===== config.mk =====
export PLATFORM = sky130hd
export DESIGN_NAME = rac_ctrl
export DESIGN_NICKNAME = d
export VERILOG_FILES = /design/src/rtl/core/rac_pkg.sv /design/src/rtl/core/rac_ctrl.sv
export SDC_FILE = /design/constraint.sdc
export NUM_CORES = 1
export LEC_CHECK = 0
export BUFFER_PORTS_ARGS = -buffer_cell sky130_fd_sc_hd__buf_2
export CELL_PAD_IN_SITES_DETAIL_PLACEMENT = 1
export CELL_PAD_IN_SITES_GLOBAL_PLACEMENT = 2
export CORE_AREA = 2 2 39 41
export CTS_BUF_LIST = sky130_fd_sc_hd__clkbuf_8
export DETAILED_ROUTE_END_ITERATION = 7
export DIE_AREA = 0 0 41 43
export PLACE_DENSITY = 0.82
export REMOVE_ABC_BUFFERS = 1
export SLEW_MARGIN = 30
export SYNTH_ARGS = -nofsm -noshare
export SYNTH_HDL_FRONTEND = slang
export SYNTH_SLANG_ARGS = --single-unit

===== constraint.sdc =====
create_clock -name clk -period 1.9 [get_ports clk]
set_input_delay 0.095 -clock clk [delete_from_list [all_inputs] [get_ports clk]]
set_output_delay 0.095 -clock clk [all_outputs]
set_load 0.01 [all_outputs]

===== src/rtl/core/rac_pkg.sv =====
// Shared types and codes for the rational accumulator ALU.
package rac_pkg;

  // Action codes; six and seven are no-ops.
  localparam logic [2:0] ACT_LOAD = 3'd0;
  localparam logic [2:0] ACT_ADD  = 3'd1;
  localparam logic [2:0] ACT_SUB  = 3'd2;
  localparam logic [2:0] ACT_MUL  = 3'd3;
  localparam logic [2:0] ACT_DIV  = 3'd4;
  localparam logic [2:0] ACT_MAX  = 3'd5;

  // Status codes.
  localparam logic [1:0] STATUS_OK   = 2'd0;
  localparam logic [1:0] STATUS_ZERO = 2'd1;
  localparam logic [1:0] STATUS_OVF  = 2'd2;

  // Width of the intermediate products and magnitudes.
  localparam int MAG_W = 64;
  localparam int CNT_W = 7;

  typedef enum logic [2:0] {
    ST_IDLE,
    ST_MUL,
    ST_PREP,
    ST_GCD,
    ST_DIV,
    ST_COMMIT,
    ST_OUT
  } rac_state_t;

  // Commands from the controller to the datapath.
  typedef struct packed {
    logic capture;
    logic mul_en;
    logic prep;
    logic gcd_step;
    logic div_start;
    logic div_step;
    logic commit;
  } rac_cmd_t;

  // Status from the datapath to the controller.
  typedef struct packed {
    logic mul_last;
    logic skip;
    logic gcd_done;
    logic div_done;
  } rac_stat_t;

endpackage


===== src/rtl/core/rac_ctrl.sv =====
// Controller state machine for the rational accumulator ALU.
module rac_ctrl
  import rac_pkg::*;
(
  input  logic      clk,
  input  logic      rst,
  input  logic      in_valid,
  output logic      in_stall,
  output logic      out_valid,
  input  logic      out_stall,
  input  rac_stat_t stat,
  output rac_cmd_t  cmd
);

  rac_state_t state, state_next;

  // State register.
  always_ff @(posedge clk) begin
    if (rst) begin
      state <= ST_IDLE;
    end else begin
      state <= state_next;
    end
  end

  // Next state.
  always_comb begin
    state_next = state;
    case (state)
      ST_IDLE: begin
        if (in_valid) state_next = ST_MUL;
      end
      ST_MUL: begin
        if (stat.mul_last) state_next = ST_PREP;
      end
      ST_PREP: begin
        state_next = stat.skip ? ST_OUT : ST_GCD;
      end
      ST_GCD: begin
        if (stat.gcd_done) state_next = ST_DIV;
      end
      ST_DIV: begin
        if (stat.div_done) state_next = ST_COMMIT;
      end
      ST_COMMIT: begin
        state_next = ST_OUT;
      end
      ST_OUT: begin
        if (!out_stall) state_next = ST_IDLE;
      end
      default: begin
        state_next = ST_IDLE;
      end
    endcase
  end

  // Outputs and datapath commands.
  always_comb begin
    cmd       = '0;
    in_stall  = 1'b1;
    out_valid = 1'b0;
    case (state)
      ST_IDLE: begin
        in_stall    = 1'b0;
        cmd.capture = in_valid;
      end
      ST_MUL: begin
        cmd.mul_en = 1'b1;
      end
      ST_PREP: begin
        cmd.prep = 1'b1;
      end
      ST_GCD: begin
        cmd.gcd_step  = !stat.gcd_done;
        cmd.div_start = stat.gcd_done;
      end
      ST_DIV: begin
        cmd.div_step = !stat.div_done;
      end
      ST_COMMIT: begin
        cmd.commit = 1'b1;
      end
      ST_OUT: begin
        out_valid = 1'b1;
      end
      default: begin
        in_stall = 1'b1;
      end
    endcase
  end

endmodule


* After elaboration in Yosys (flattened, before gate mapping)
Index checks and enable logic that the tools add are counted.
** Word-level totals
- Flip-flop bits (word level) :: 3
- Bits in latches :: 0
- RAM bits :: 0
- ROM bits :: 0
- Input bits :: 8
- Output and inout bits :: 9
- Logic and storage cells :: 31
- Memories :: 0
** Cells by class
- Add/sub/neg operators :: 0
- Multiply operators :: 0
- Div/mod/pow operators :: 0
- $lt $le $gt $ge :: 0
- Equal/unequal tests :: 11
- Shifts and indexed selects :: 0
- Multiplexer cells :: 15
- Bitwise logic cells :: 0
- Reductions and logical operators :: 4
** Operators with widths (number)
- one-hot mux 3 bit (7 select lines) :: 1
- 2-to-1 mux 3 bit :: 6
- inequality test 2 bit (second input constant) :: 5
- equality test 3 bit (second input constant) :: 3
- 2-to-1 mux 1 bit :: 7
- equality test 3 x 2 -> 1 bit (second input constant) :: 2
- AND reduction 5 bit :: 1
- equality test 3 x 1 -> 1 bit (second input constant) :: 1
- logical NOT 3 bit :: 1
- logical NOT 1 bit :: 2
- 2-to-1 mux 2 bit :: 1

* Depth between registers and ports, before layout
Gate-level depths: netlist of run 1.
- Word-level depth :: 3
- Gate-level depth with buffers :: 4
- Depth with buffers taken out :: 3

* Worst setup path before layout of run 1
No wires, ideal clock.
- Path type :: register -> output
- Start point :: register state[1]
- End point :: output cmd[6] (netlist name)
- Arrival :: 1.108 ns
- Required time :: 1.805 ns
- Path slack :: 0.697 ns
- Cell stages (with the launch flop) :: 4
- Buffers on the path :: 1
- Cell sequence :: dfxtp_1 -> buf_2 -> or3_2 -> nor2_1
** RTL lines
- from (decl) :: line rac_ctrl.sv:15 : rac_state_t state, state_next;
- from (signal assigned) :: line rac_ctrl.sv:22 : state <= state_next;
- to (decl) :: line rac_ctrl.sv:12 : output rac_cmd_t cmd

==> out/qor.yml, run 1 <==
outcome:
  status: "complete, no violations"
power:
  p_switching_mw: 0.09743
  p_leak_nw: 0.2021
  total_power_mw: 0.3477
  clock_power_share: 0.528
  power.internal_mw: 0.2502
  p_comb_frac: 0.217
  ir_drop_v: 0.0001772
  power_frac_seq: 0.255
  netSwitchingFraction: 0.2803
  power.density_nw_per_um2: 887.7
synthesis:
  synth_cells: 33
  synth.avg_cell_area_um2: 7.924
  yosys_warnings: 0
  synth_top_area_cell: "dfxtp_1"
  yosysMostFrequentCell: "nor2_1"
  synth_area_leaders: "dfxtp_1 (23%), mux4_2 (8.6%), nor2b_1 (7.2%)"
  synth_top_cells_by_count: "nor2_1 (4), dfxtp_1 (3), nor2b_1 (3)"
  async_flop_share: 0
  ys_ff_latch: 3
  synthDistinctLibCells: 21
  synthFlopType: "dfxtp_1"
  syn-cell-area_um2: 261.5
  yosysSeqAreaShare: 0.2297
  synth.top_cell.area_share: 0.2297
  synth_enable_flop_cells: 0
timing:
  finalSetupViolCount: 0
  tightestPinTransition_ns: 0.3998
  skew_ns: 0.001847
  fin_crit_ns: 1.472
  slew_viol_final: 0
  hold_viol_final: 0
  tns_ns: 0
  relSlewSlack: 0.7331
  whs_ns: 0.09253
  fmax_ghz: 0.6792
  finalCritPeriodShare: 0.7749
  rsz0062_at_grt: "false"
  setup_slack_ns: 0.4278
floorplanning:
  start_util: 0.1890
  coreArea_um2: 1384
  std_cell_rows: 14
  die_area_um2: 1763
  dieHeight_um: 43
  die_width_um: 41
  io_pins: 17
min_path:
  hp-class: "in2reg"
  hold_depth: 2
  min_to: "state[2]"
  min_from: "rst"
critical_path:
  regToRegSetupSlack_ns: 0.51
  crit_fanout: 14
  crit_type: "reg2out"
  cp_top_family: "simple AND/OR/NAND/NOR gates"
  start_kind: "flip-flop"
  worstPathRequired_ns: 1.80
  critPathArrivalTime_ns: 1.38
  crit_path_end_kind: "output pin"
  path_buf_inv: 1
  r2r_start: "state[0]"
  crit_slowest_cell: "or3_2"
  cpPeakStageDelay_ns: 0.53
  worstReg2RegEnd: "state[0]"
  ff2ff_path_depth: 2
  crit_chain: "or3_2 -> nor2_1 -> buf_2"
clocking:
  cts_tree: "done"
  clockRootBuffer: "clkbuf_8"
  cts_sinks: 3
  insertion_delay_ns: 0.22
  htreeDepth: 1
  cts-buffers-inserted: 3
  clk_path_buf_depth: 2
  cts_resized: 0
  clk_pin_slew_ns: 0.03
  post-cts-setup-buffer-count: 0
  cts_hold_buffers: 0
finish:
  regArea_um2: 60.06
  multi_input_area_um2: 182.7
  nFillCells: 179
  top_regs: "state x3"
  fin_area_um2: 391.6
  syn2layout_area_growth_pct: 49.76
  postLayoutCoreUtil: 0.2830
  fin_cells: 66
  largest_reg_flops: 3
  antenna_cells: 0
  layout.nets: 59
  top_register: "state"
  drive_above_1_share: 0.4600
placement:
  place_area_um2: 346.6
  dp_slack_ns: 0.4922
  numPortBuffers: 16
  dp_cells: 62
  routabilityCongestion: 0.7476
  post-dp-hpwl_um: 532.7
drt:
  ant_nets: 0
  wl_um: 712
  remaining_drc_errors: 0
  vias: 296
  routedWlPerCell_um: 10.79
  first_pass_iters: 2
  drtIter0Drc: 3
  viasPerCell: 4.485
global_route:
  grt_first_pass_wirelength_mm: 1.076
  grt_pass1_vias: 265
  grt_usage: 0.09146
  grt_max_degree: 15
  overflow: 0
  grt_antenna_before_repair: 0
job:
  drv_cap: 0
-- power by group through the flow --
| stage | registers, mW | clock network [mW] | logic [mW] |
|---|---|---|---|
| floorplan | 0.0844 | 0 | 0.0491 |
| global placement | 0.0886 | 0 | 0.0766 |
| detailed placement | 0.0900 | 0 | 0.0767 |
| CTS | 0.0889 | 0.188 | 0.0769 |
| global route | 0.0920 | 0.195 | 0.0845 |
| finish | 0.0887 | 0.183 | 0.0755 |
-- worst register-to-register path: cells and delay by family (launching register included) --
kind	cells	cell delay [ns]
flops	1	0.55
compound gates	1	0.19
mux	1	0.56
-- layout by cell type (no fill, tap or decap) --
cell type / n
nor3b_1: 1
o211a_1: 1
clkbuf_8: 3
nor3_1: 1
a31oi_1: 2
nand3b_1: 2
nor4_1: 1
nand2b_2: 1
nor2_1: 4
buf_2: 16
and3_1: 1
and2_1: 1
o32ai_2: 1
nand2b_1: 2
dfxtp_1: 3
a21oi_1: 1
nor2b_1: 3
inv_1: 2
or3_2: 1
mux4_2: 1
nand2_1: 2
-- per-layer routing --
layer | routed length, µm | vias up | GRT usage | part of all wire
met4 | 21 | 0 | 0.08000 | 0.029
met1 | 303 | 134 | 0.1226 | 0.43
met5 | 0 | - | 0 | 0
met3 | 40 | 2 | 0 | 0.056
met2 | 347 | 10 | 0.1281 | 0.49
li1 | - | 150 | - | -
-- worst max path at each step --
stage | startpoint | endpoint | slack [ns] | depth (start not counted)
4_1_cts | state[0] | cmd[6] | 0.41 | 3
2_1_floorplan | state[0] | state[0] | 0.62 | 2
3_3_place_gp | state[0] | state[0] | 0.54 | 2
6_report | state[0] | cmd[6] | 0.43 | 3
5_1_grt | state[0] | cmd[6] | 0.33 | 3
3_5_place_dp | state[0] | state[0] | 0.49 | 2
-- area by class of cell --
type,count,share of cell area
Tap cell,16,0.05112
Sequential cell,3,0.1534
Multi-Input combinational cell,26,0.4665
Timing Repair Buffer,16,0.2045
Clock inverter,1,0.009585
Inverter,1,0.009585
Clock buffer,3,0.1054
-- logic make-up after synthesis --
logic type,Yosys count,share of synthesized area
buffers and inverters,4,0.07174
muxes,1,0.08612
DFF,3,0.2297
AOI/OAI and AO/OA,5,0.1675
and+or+nand+nor,20,0.4450
(Power assumes the default switching activity.)
==> inputs of run 2 (changes only) <==
--- a/config.mk
+++ b/config.mk
@@ -8,11 +8,10 @@
 export BUFFER_PORTS_ARGS = -buffer_cell sky130_fd_sc_hd__buf_2
 export CELL_PAD_IN_SITES_DETAIL_PLACEMENT = 1
 export CELL_PAD_IN_SITES_GLOBAL_PLACEMENT = 2
-export CORE_AREA = 2 2 39 41
+export CORE_UTILIZATION = 18
 export CTS_BUF_LIST = sky130_fd_sc_hd__clkbuf_8
 export DETAILED_ROUTE_END_ITERATION = 7
-export DIE_AREA = 0 0 41 43
-export PLACE_DENSITY = 0.82
+export PLACE_DENSITY = 0.79
 export REMOVE_ABC_BUFFERS = 1
 export SLEW_MARGIN = 30
 export SYNTH_ARGS = -nofsm -noshare
==> constraint.sdc (replaced) <==
create_clock -name clk -period 1.3 [get_ports clk]
set_input_delay 0.065 -clock clk [delete_from_list [all_inputs] [get_ports clk]]
set_output_delay 0.065 -clock clk [all_outputs]
set_load 0.01 [all_outputs]
==> run 2 against run 1 <==
Compared with the run above:
- core utilization rose by 4.1 points
- critical path depth unchanged
- sequential cell count unchanged
- die area decreased by 8.7%
- wire length up 8.0%
- cell area is 10% higher
- critical path type unchanged
- critical endpoint unchanged
- largest cell class unchanged
- largest power group unchanged
- highest routed layer unchanged
==> out/qor.yml, run 2 (synthesis gave the netlist of run 1 again) <==
outcome:
  status: "complete, no violations"  # unchanged
clocking:
  cts-buffers-inserted: 3  # unchanged
  clk_path_buf_depth: 2  # unchanged
  clk_pin_slew_ns: 0.03  # about the same
  insertion_delay_ns: 0.22  # about the same
  htreeDepth: 1  # unchanged
  clockRootBuffer: "clkbuf_8"  # unchanged
  cts_sinks: 3  # unchanged
  cts_tree: "done"  # unchanged
finish:
  top_register: "state"  # unchanged
  top_regs: "state x3"  # unchanged
  final_common_cell: "buf_2"  # unchanged
  syn2layout_area_growth_pct: 65.07  # was 49.76%
  layout.nets: 63  # was 59
  largest_reg_flops: 3  # unchanged
  drive_above_1_share: 0.5741  # was 0.4600
  fin_area_um2: 431.7  # was 391.6 µm²
  postLayoutCoreUtil: 0.3236  # was 0.2830
  antenna_cells: 0  # unchanged
  nFillCells: 175  # was 179
  layout_common_cells: "buf_2 (16), nor2_1 (4), buf_4 (4)"  # was buf_2 (16), nor2_1 (4), nor2b_1 (3), clkbuf_8 (3), dfxtp_1 (3)
global_route:
  grt_usage: 0.1286  # was 0.09146
  grt_pass1_vias: 309  # was 265
  grt_antenna_before_repair: 0  # unchanged
  overflow: 0  # unchanged
  grt_max_degree: 9  # was 15
  grt_first_pass_wirelength_mm: 1.317  # was 1.076 mm
timing:
  finalSetupViolCount: 0  # unchanged
  slew_viol_final: 0  # unchanged
  rsz0062_at_grt: "true"  # was false
  skew_ns: 0.005572  # was 0.001847 ns
  setup_slack_ns: 0.08475  # was 0.4278 ns
  tns_ns: 0  # unchanged
  tightestPinTransition_ns: 0.2233  # was 0.3998 ns
  fin_crit_ns: 1.215
  hold_viol_final: 0  # unchanged
  finalCritPeriodShare: 0.9348
  fmax_ghz: 0.8229
  relSlewSlack: 0.8498  # was 0.7331
critical_path:
  crit_chain: "or3_4 -> nor2_1 -> buf_2"  # was or3_2 -> nor2_1 -> buf_2
  worstReg2RegEnd: "state[0]"  # unchanged
  r2r_start: "state[0]"  # unchanged
  worstPathRequired_ns: 1.24  # was 1.80 ns
  ff2ff_path_depth: 2  # unchanged
  critPathArrivalTime_ns: 1.15  # was 1.38 ns
  path_buf_inv: 1  # unchanged
  crit_path_end_kind: "output pin"  # unchanged
  crit_fanout: 4  # was 14
  crit_type: "reg2out"  # unchanged
  cpPeakStageDelay_ns: 0.39  # was 0.53 ns
  regToRegSetupSlack_ns: 0.13  # was 0.51 ns
  start_kind: "flip-flop"  # unchanged
  crit_slowest_cell: "or3_4"  # was or3_2
  cp_top_family: "simple AND/OR/NAND/NOR gates"  # unchanged
job:
  drv_cap: 0  # unchanged
drt:
  drtIter0Drc: 7  # was 3
  vias: 308  # was 296
  first_pass_iters: 4  # was 2
  wl_um: 769  # was 712 µm
  ant_nets: 0  # unchanged
  routedWlPerCell_um: 11.14  # was 10.79 µm
  viasPerCell: 4.464  # was 4.485
  remaining_drc_errors: 0  # unchanged
power:
  ir_drop_v: 0.0003153  # was 0.0001772 V
  p_leak_nw: 0.2236  # was 0.2021 nW
  power.density_nw_per_um2: 1261  # was 887.7 nW/µm²
  total_power_mw: 0.5444  # was 0.3477 mW
floorplanning:
  coreArea_um2: 1334  # was 1384 µm²
  die_area_um2: 1609  # was 1763 µm²
  std_cell_rows: 13  # was 14
  start_util: 0.1961  # was 0.1890
  die_width_um: 40.12  # was 41 µm
  io_pins: 17  # unchanged
  dieHeight_um: 40.12  # was 43 µm
placement:
  post-dp-hpwl_um: 612.7  # was 532.7 µm
  numPortBuffers: 16  # unchanged
  place_area_um2: 375.4  # was 346.6 µm²
  routabilityCongestion: 0.8065  # was 0.7476
  dp_slack_ns: 0.08771  # was 0.4922 ns
min_path:
  min_from: "rst"  # unchanged
  min_to: "state[2]"  # unchanged
  hp-class: "in2reg"  # unchanged
  hold_depth: 2  # unchanged
## run 2: changes by cell type in the layout (fill, tap and decap cells not counted), sizes merged
| cell | before | now |
|---|---|---|
| buf | 16 | 20 |
## run 2: repair_timing
item,CTS,global route
resized for setup,4,1
setup buffers,0,0
endpoints found under the setup margin,4,2
hold endpoints to repair,0,0
hold buffers,0,0
## run 2: layout make-up
cell class	count	area (µm²)	area share
Multi-Input combinational cell	26	191.4	0.4435
Timing Repair Buffer	20	110.1	0.2551
Sequential cell	3	62.56	0.1449
Clock buffer	3	41.29	0.09565
Tap cell	15	18.77	0.04348
Clock inverter	1	3.754	0.008696
Inverter	1	3.754	0.008696
## run 2: worst reg2reg max path: stages (launching register included)
cell and delay (ns):
dfxtp_2 0.35, mux4_2 0.51, o32ai_2 0.21
## run 2: worst max-delay path by stage
| stage | startpoint | to | slack (ns) | cells after the start |
|---|---|---|---|---|
| finish | state[0] | cmd[6] | 0.08 | 3 |
| global route | state[2] | cmd[1] | -0.004 | 4 |
| CTS | state[2] | cmd[1] | 0.04 | 4 |
| detailed placement | state[0] | state[0] | 0.09 | 2 |
| global placement | state[0] | state[0] | 0.15 | 2 |
| floorplan | state[0] | state[0] | 0.02 | 2 |
## run 2: report_power, final
| part | total (mW) | internal (mW) | leakage (nW) | switching (mW) |
|---|---|---|---|---|
| Sequential | 0.118 | 0.104 | 0.0253 | 0.0139 |
| Combinational | 0.155 | 0.0842 | 0.171 | 0.0710 |
| Clock | 0.271 | 0.202 | 0.0269 | 0.0693 |
| Total | 0.544 | 0.390 | 0.224 | 0.154 |
## run 2: metal layers
metal,up-vias,share of wire,track usage
li1,157,-,-
met1,135,0.48,0.1485
met2,12,0.43,0.1976
met3,4,0.034,0.03333
met4,0,0.052,0.1034
met5,-,0,0
## run 2: through the flow
step	hold WS (ns)	std cells
2_1_floorplan	0.1344	30
3_3_place_gp	0.2976	65
3_5_place_dp	0.2978	65
4_1_cts	0.06006	69
5_1_grt	0.06632	69
6_report	0.06043	69
==> inputs of run 3 (changes only) <==
--- a/config.mk
+++ b/config.mk
@@ -6,12 +6,11 @@
 export NUM_CORES = 1
 export LEC_CHECK = 0
 export BUFFER_PORTS_ARGS = -buffer_cell sky130_fd_sc_hd__buf_2
-export CELL_PAD_IN_SITES_DETAIL_PLACEMENT = 1
-export CELL_PAD_IN_SITES_GLOBAL_PLACEMENT = 2
-export CORE_UTILIZATION = 18
+export CORE_AREA = 2 2 39 41
 export CTS_BUF_LIST = sky130_fd_sc_hd__clkbuf_8
 export DETAILED_ROUTE_END_ITERATION = 7
-export PLACE_DENSITY = 0.79
+export DIE_AREA = 0 0 41 43
+export PLACE_DENSITY = 0.53
 export REMOVE_ABC_BUFFERS = 1
 export SLEW_MARGIN = 30
 export SYNTH_ARGS = -nofsm -noshare
==> run 3 against run 2 <==
Compared with the run above:
- non-clock buffer count down 2
- worst setup slack worse by 0.014 ns
- sequential cell count stayed put
- maximum frequency is 1.1% lower
- first-iteration DRC count shrank 57%
- die area rose by 9.6%
- core utilization decreased by 1.5 points
- sequential power up 4%
- via count fell by 2.3%
- clock skew down 0.0054 ns
==> out/qor.yml, run 3 (synthesis gave the netlist of run 1 again) <==
placement:
  dp_cells: 63  # was 65
  routabilityCongestion: 0.8218  # was 0.8065
  dp_slack_ns: 0.1112  # was 0.08771 ns
  numPortBuffers: 16  # unchanged
finish:
  layout_common_cells: "buf_2 (16), nor2_1 (4), clkbuf_8 (3)"  # was buf_2 (16), nor2_1 (4), buf_4 (4)
  top_regs: "state x3"  # unchanged
  top_register: "state"  # unchanged
  largest_reg_flops: 3  # unchanged
  layout.nets: 61  # was 63
  final_common_cell: "buf_2"  # unchanged
  fin_cells: 68  # was 69
  postLayoutCoreUtil: 0.3083  # was 0.3236
  antenna_cells: 0  # unchanged
  syn2layout_area_growth_pct: 63.16  # was 65.07%
  drive_above_1_share: 0.5769  # was 0.5741
critical_path:
  crit_chain: "or3_4 -> nor2_1 -> buf_2"  # unchanged
  worstPathRequired_ns: 1.24  # about the same
  start_kind: "flip-flop"  # unchanged
  crit_type: "reg2out"  # unchanged
  path_buf_inv: 1  # unchanged
  cp_top_family: "simple AND/OR/NAND/NOR gates"  # unchanged
  crit_slowest_cell: "dfxtp_4"  # was or3_4
  cpPeakStageDelay_ns: 0.36  # was 0.39 ns
  crit_path_end_kind: "output pin"  # unchanged
  critPathLaunch: "state[1]"  # was state[0]
  critPathArrivalTime_ns: 1.16  # was 1.15 ns
  crit_fanout: 5  # was 4
  r2r_start: "state[0]"  # unchanged
global_route:
  grt_max_degree: 11  # was 9
  grt_pass1_vias: 297  # was 309
  overflow: 0  # unchanged
  grt_first_pass_wirelength_mm: 1.186  # was 1.317 mm
  grt_usage: 0.1044  # was 0.1286
  grt_antenna_before_repair: 0  # unchanged
job:
  drv_cap: 0  # unchanged
drt:
  viasPerCell: 4.426  # was 4.464
  routedWlPerCell_um: 10.26  # was 11.14 µm
  drtIter0Drc: 3  # was 7
  remaining_drc_errors: 0  # unchanged
  first_pass_iters: 2  # was 4
  ant_nets: 0  # unchanged
  wl_um: 698  # was 769 µm
  vias: 301  # was 308
power:
  ir_drop_v: 0.0003178  # was 0.0003153 V
  p_leak_nw: 0.2147  # was 0.2236 nW
  power.density_nw_per_um2: 1233  # was 1261 nW/µm²
timing:
  relSlewSlack: 0.8605  # was 0.8498
  tightestPinTransition_ns: 0.2074  # was 0.2233 ns
  finalSetupViolCount: 0  # unchanged
  skew_ns: 0.0001726  # was 0.005572 ns
  slew_viol_final: 0  # unchanged
  hold_viol_final: 0  # unchanged
  fmax_ghz: 0.8136  # was 0.8229 GHz
  rsz0062_at_grt: "false"  # was true
  fin_crit_ns: 1.229  # was 1.215 ns
  tns_ns: 0  # unchanged
  setup_slack_ns: 0.07093  # was 0.08475 ns
  finalCritPeriodShare: 0.9454  # was 0.9348
clocking:
  cts_sinks: 3  # unchanged
  clockRootBuffer: "clkbuf_8"  # unchanged
  cts_tree: "done"  # unchanged
  htreeDepth: 1  # unchanged
  insertion_delay_ns: 0.21  # was 0.22 ns
  cts_hold_buffers: 0  # unchanged
  clk_path_buf_depth: 2  # unchanged
  cts-buffers-inserted: 3  # unchanged
  clk_pin_slew_ns: 0.03  # about the same
floorplanning:
  start_util: 0.1890  # was 0.1961
  dieHeight_um: 43  # was 40.12 µm
  die_width_um: 41  # was 40.12 µm
  io_pins: 17  # unchanged
  die_area_um2: 1763  # was 1609 µm²
  std_cell_rows: 14  # was 13
  coreArea_um2: 1384  # was 1334 µm²
outcome:
  status: "complete, no violations"  # unchanged
min_path:
  min_from: "rst"  # unchanged
  hp-class: "in2reg"  # unchanged
-- run 3: changes by cell type in the layout (fill, tap and decap cells not counted), sizes merged --
cell	delta
buf	-2
-- run 3: final cells by class --
| cell class | instances | area [µm²] |
|---|---|---|
| Clock buffer | 3 | 41.29 |
| Fill cell | 158 | 957.2 |
| Tap cell | 16 | 20.02 |
| Inverter | 1 | 3.754 |
| Multi-Input combinational cell | 26 | 196.4 |
| Clock inverter | 1 | 3.754 |
| Sequential cell | 3 | 66.31 |
| Timing Repair Buffer | 18 | 95.09 |
-- run 3: path summary, 6_finish.rpt --
check                                end  slack [ns]  depth (start not counted)
worst min-delay path            state[2]        0.06                          2
worst max-delay path              cmd[6]        0.07                          3
worst max register to register  state[0]        0.15                          2
worst min register to register  state[2]        0.58                          2
-- run 3: where the power goes --
part,internal (mW),switching (mW)
sequential,0.104,0.0190
clock,0.201,0.0620
combinational,0.0780,0.0617
-- run 3: metal layers --
metal | share of wire | global-route usage
met1 | 0.39 | 0.1190
met2 | 0.53 | 0.1438
met4 | 0.030 | 0.1000
met5 | 0 | 0
met3 | 0.056 | 0.03141
-- run 3: repair_timing --
item	CTS	global route
buffers inserted	1	0
resized for setup	6	2
setup endpoints to repair	7	2
pin swaps	1	0
-- run 3: through the flow --
stage	hold WS [ns]	area, µm²	power (mW)
6_report	0.05830	426.7	0.5261
5_1_grt	0.07785	426.7	0.5548
4_1_cts	0.05557	419.2	0.5296
3_5_place_dp	0.2907	354.1	0.2489
3_3_place_gp	0.2989	354.1	0.2475
2_1_floorplan	0.1344	246.5	0.1951
